===== src/hw/rtl/ssmt_ram.sv =====
// Generic single-write, single-read synchronous RAM with registered read data.
// No dependencies.
module ssmt_ram #(
  parameter int WIDTH = 8,
  parameter int DEPTH = 256,
  localparam int AW = (DEPTH > 1) ? $clog2(DEPTH) : 1
) (
  input  logic             clk,
  input  logic             we,
  input  logic [AW-1:0]    waddr,
  input  logic [WIDTH-1:0] wdata,
  input  logic [AW-1:0]    raddr,
  output logic [WIDTH-1:0] rdata
);

  logic [WIDTH-1:0] mem [DEPTH];

  always_ff @(posedge clk) begin
    if (we) begin
      mem[waddr] <= wdata;
    end
    rdata <= mem[raddr];
  end

endmodule


===== config.mk =====
export PLATFORM = sky130hd
export DESIGN_NAME = ssmt_ram
export DESIGN_NICKNAME = d
export VERILOG_FILES = /design/src/hw/rtl/ssmt_ram.sv
export SDC_FILE = /design/constraint.sdc
export NUM_CORES = 2
export LEC_CHECK = 0
export ABC_CLOCK_PERIOD_IN_PS = 2550
export BUFFER_PORTS_ARGS = -buffer_cell sky130_fd_sc_hd__buf_2
export CAP_MARGIN = 20
export CORE_MARGIN = 3
export CORE_UTILIZATION = 40
export DETAILED_ROUTE_END_ITERATION = 10
export PLACE_DENSITY = 0.54
export SLEW_MARGIN = 0
export SYNTH_ARGS = -nofsm -noshare
export SYNTH_HDL_FRONTEND = slang
export SYNTH_SLANG_ARGS = --single-unit
export TNS_END_PERCENT = 10

===== constraint.sdc =====
create_clock -name clk -period 2.55 [get_ports clk]
set_clock_uncertainty 0.1 [all_clocks]
set_input_delay 0 -clock clk [delete_from_list [all_inputs] [get_ports clk]]
set_output_delay 0 -clock clk [all_outputs]
set_load 0.005 [all_outputs]

After elaboration in Yosys (flattened, before gate mapping)
Memories as Yosys holds them, arrays and structs flattened. A register that Yosys moved wholly into a read port is not among the register bits. Cells that the tools add are included.

Word-level logic and storage cells: 3. Input port bits: 26. Memories: 1. Register bits: 0. Bits in writable memories: 2048. Output and inout port bits: 8.

Memories: mem (depth 256, bits a word 8, read ports 1, clocked after Yosys merged registers in 1, write ports 1, line 16) `logic [WIDTH-1:0] mem [DEPTH];`.

Mux-type cells: 2.

Operators with widths (count): $mux W1 (2).

Logic depth before layout (Yosys ltp)
Depth in word-level cells: 2. Depth in mapped cells: 11. Mapped depth without buffers: 6.

Worst setup path after synthesis
No wires, ideal clock.

Path kind: input port to flip-flop. Start point: input port raddr[0]. End point: register rdata[2] (read register of mem). Path slack: 0.512 ns. Data required time: 2.319 ns. Library setup time: 0.131 ns. Stages: 9. Data arrival time: 1.807 ns. Cells stage by stage: buf_6 -> buf_12 -> buf_8 -> buf_2 -> mux4_2 -> a22oi_1 -> a21oi_1 -> nor4_1 -> nor4_2.

RTL lines: start, declared (line 12) `input logic [AW-1:0] raddr,`; end, declared (line 13) `output logic [WIDTH-1:0] rdata`.

==> results.md <==
* Remaining global-route overflow at 0
* CP Launch Type: flop
* Pint at 0.0561 W
* Commonest cells after routing, fill and taps aside: edfxtp_1, buf_4, mux4_2, nor2_1, clkbuf_16
* Setup CP Type: flop to flop
* Worst path depth at 6
* WP data required at 3160 ps
* Number of CTS-inserted buffers at 206
* Drc violations at 0
* CP peak stage delay at 530 ps
* Full die area at 204000 µm²
* Wirelength, routed at 213 mm
* Final std cells w/o fill at 7189
* Final number of setup-violating endpoints at 1
* Later-pin clock latency in the skew report at 840 ps
* CTS tree: yes
* Post-synth ARST share at 0%
* CTS max path bufs at 3
* Vias per inst at 5.63
* Initial DRC count at 4423
* Critical path's most frequent cell: mux4_2
* Min-delay src: raddr[4]
* # Max-Cap Violations at 0
* Number of cell rows at 163
* Avg Inst Size Synth at 21.3 µm²
* CP Data Arrival Time at 3180 ps
* Sum Neg Setup Slack at -19.7 ps
* Area Growth Syn to Fin at 18.7%
* P_leak at 30.3 nW
* Initial antenna violation count at 9
* Final Max Tran Viols at 0
* Logic pwr share at 5.4%
* Largest net degree at the start of global routing at 111
* Synth top area cells: edfxtp_1, mux4_2, mux2i_1
* Fmax at 389 MHz
* Seq pwr share at 52.2%
* Worst Tran Pin Value at 1130 ps
* Drt wl/cell at 29.6 µm
* Syn Nets at 3759
* CTS H-tree depth at 4
* Cell taking the most area after synthesis: edfxtp_1
* Switching power at 0.0154 W
* Fin Hold WS at 90.2 ps
* Die Y at 452 µm
* Most common cell after layout, fill and taps aside: edfxtp_1
* Vias in the first global route at 40.9k
* Synth warn at 0
* Post-DP Area at 87200 µm²
* Yosys top cell area share at 77.3%
* Clock root buffer: clkbuf_16
* Crit path capture type: flop
* Mapped cell area at 79600 µm²
* Cells after DPL at 6772
* Status: finished, violations left
* Post-synth EDFFs at 2048
* Hold path depth at 5
* Setup WS pre-CTS at -712 ps
* Routed vias at 40.5k
* CP bufs+invs at 1
* Final Cycle Share at 101%
* I/O pin count at 34
* RR Startpoint: mem[70][4]$_DFFE_PP_
* Slew Limit Headroom at 24.4%
* Clock-pin slew on the worst setup and hold paths at 60 ps
* RSZ-0062 raised after global routing: true
* Hpwl dp at 137 mm
* First-pass GRT wire length at 305 mm
* Failing checks: setup timing
* Gr usage total at 20.8%
* Clk sinks at 2056
* Seq cells post-synth at 2056
* Fin crit period at 2570 ps
* Core Footprint at 198000 µm²
* Cells after Synth at 3733
* Die Wd at 452 µm
* Clock network power share at 42.4%
* Hold Violations, Final at 0
* Starting density of the core at 40.3%
* PnR worst setup slack at -19.7 ps
* Cell family with most CP delay: multiplexers
* Maximum vdd drop at 0.728 mV
* Top fanout value on the critical path at 1
* Post-synthesis sequential area ratio at 77.5%
* Hold Crit Class: input pin to flop
* Layout cells sized above 1 at 31.5%
* Synth Flop Type: edfxtp_1
* Nets@finish at 4391
* Port Buf Inserts at 33
* Sw frac at 21.5%
* Crit path launch: mem[70][4]$_DFFE_PP_
* Critical Path Slowest Stage Cell: nor4_2
* R2R depth at 6
* Final ANT Viol Nets at 0
* PwrDens at 758 nW/µm²
* Final GP Congestion at 0.833
* Ordered cell list for the critical path: mux4_2 -> mux4_2 -> nor2b_1 -> nor4_2 -> buf_4 -> nor4_1
* Distinct cells, synth at 55
* Design area at 94400 µm²
* First drt pass iteration count at 7
[stage by stage]
step	utilization [%]	total power (W)
floorplan	-	0.0398
global placement	44.1	0.0419
detailed placement	44.1	0.0419
CTS	47.7	0.0722
global route	47.8	0.0738
finish	47.8	0.0715
[area by class of cell]
| cell class | instances | area [µm²] |
|---|---|---|
| diodes | 9 | 22.5 |
| inverters | 2 | 7.51 |
| fillers | 16300 | 103000 |
| flip-flops and latches | 2056 | 61700 |
| multi-input cells | 1442 | 16600 |
| clock buffers | 257 | 5470 |
| well taps | 2640 | 3300 |
| clock inverters | 126 | 1320 |
| repair buffers | 657 | 6000 |
[what timing repair did]
action,4_1_cts,5_1_grt
hold buffers,26,0
endpoints found under the hold margin,2970,0
buffers inserted,0,0
endpoints found under the setup margin,6,8
gates resized for setup,7,9
[state kept, by name (all words and copies together) (netlist names)]
register / count
rdata: 8
mem: 2048
[worst reg2reg max path, delay by kind of cell, from the launching register on]
kind                   cells  cell delay, ps
buffers and inverters      1             210
AND/OR/NAND/NOR            3             740
flip-flops                 1             370
multiplexers               2            1030
[logic make-up after synthesis]
| family | after synthesis | share of synthesized area (%) |
|---|---|---|
| buf+inv | 235 | 1.83 |
| compound gates | 385 | 3.42 |
| mux | 591 | 14.6 |
| flops | 2056 | 77.5 |
| simple gates | 466 | 2.63 |
[cell usage after synthesis (28+ instances only)]
cell type / number
a22oi_1: 133
mux2i_1: 134
a21oi_1: 96
buf_2: 31
o221ai_1: 46
nor2_1: 282
clkbuf_1: 111
edfxtp_1: 2048
mux4_2: 454
nand2_1: 33
o22ai_1: 28
nor2b_1: 31
nand3_1: 34
[final timing paths]
path / end / slack (ps)
max: rdata[4]$_DFF_P_ / -20
min: rdata[6]$_DFF_P_ / 90
max reg2reg: rdata[4]$_DFF_P_ / -20
min reg2reg: rdata[3]$_DFF_P_ / 1000
[routing by layer]
layer / GRT usage [%] / wire length [µm] / vias up
met5: 0 / 0 / -
met4: 4.97 / 4480 / 0
met3: 3.10 / 12800 / 262
met2: 33.7 / 104000 / 1346
met1: 29.9 / 91500 / 21900
li1: - / - / 17000
[power by group through the flow]
stage	Sequential [W]	Combinational, W	Clock, W
after floorplan	0.0380	0.00181	0
after global placement	0.0381	0.00384	0
after detailed placement	0.0381	0.00387	0
after CTS	0.0373	0.00392	0.0309
after global routing	0.0373	0.00408	0.0324
final	0.0373	0.00387	0.0303
No activity file was read; power rests on OpenSTA's default activity.
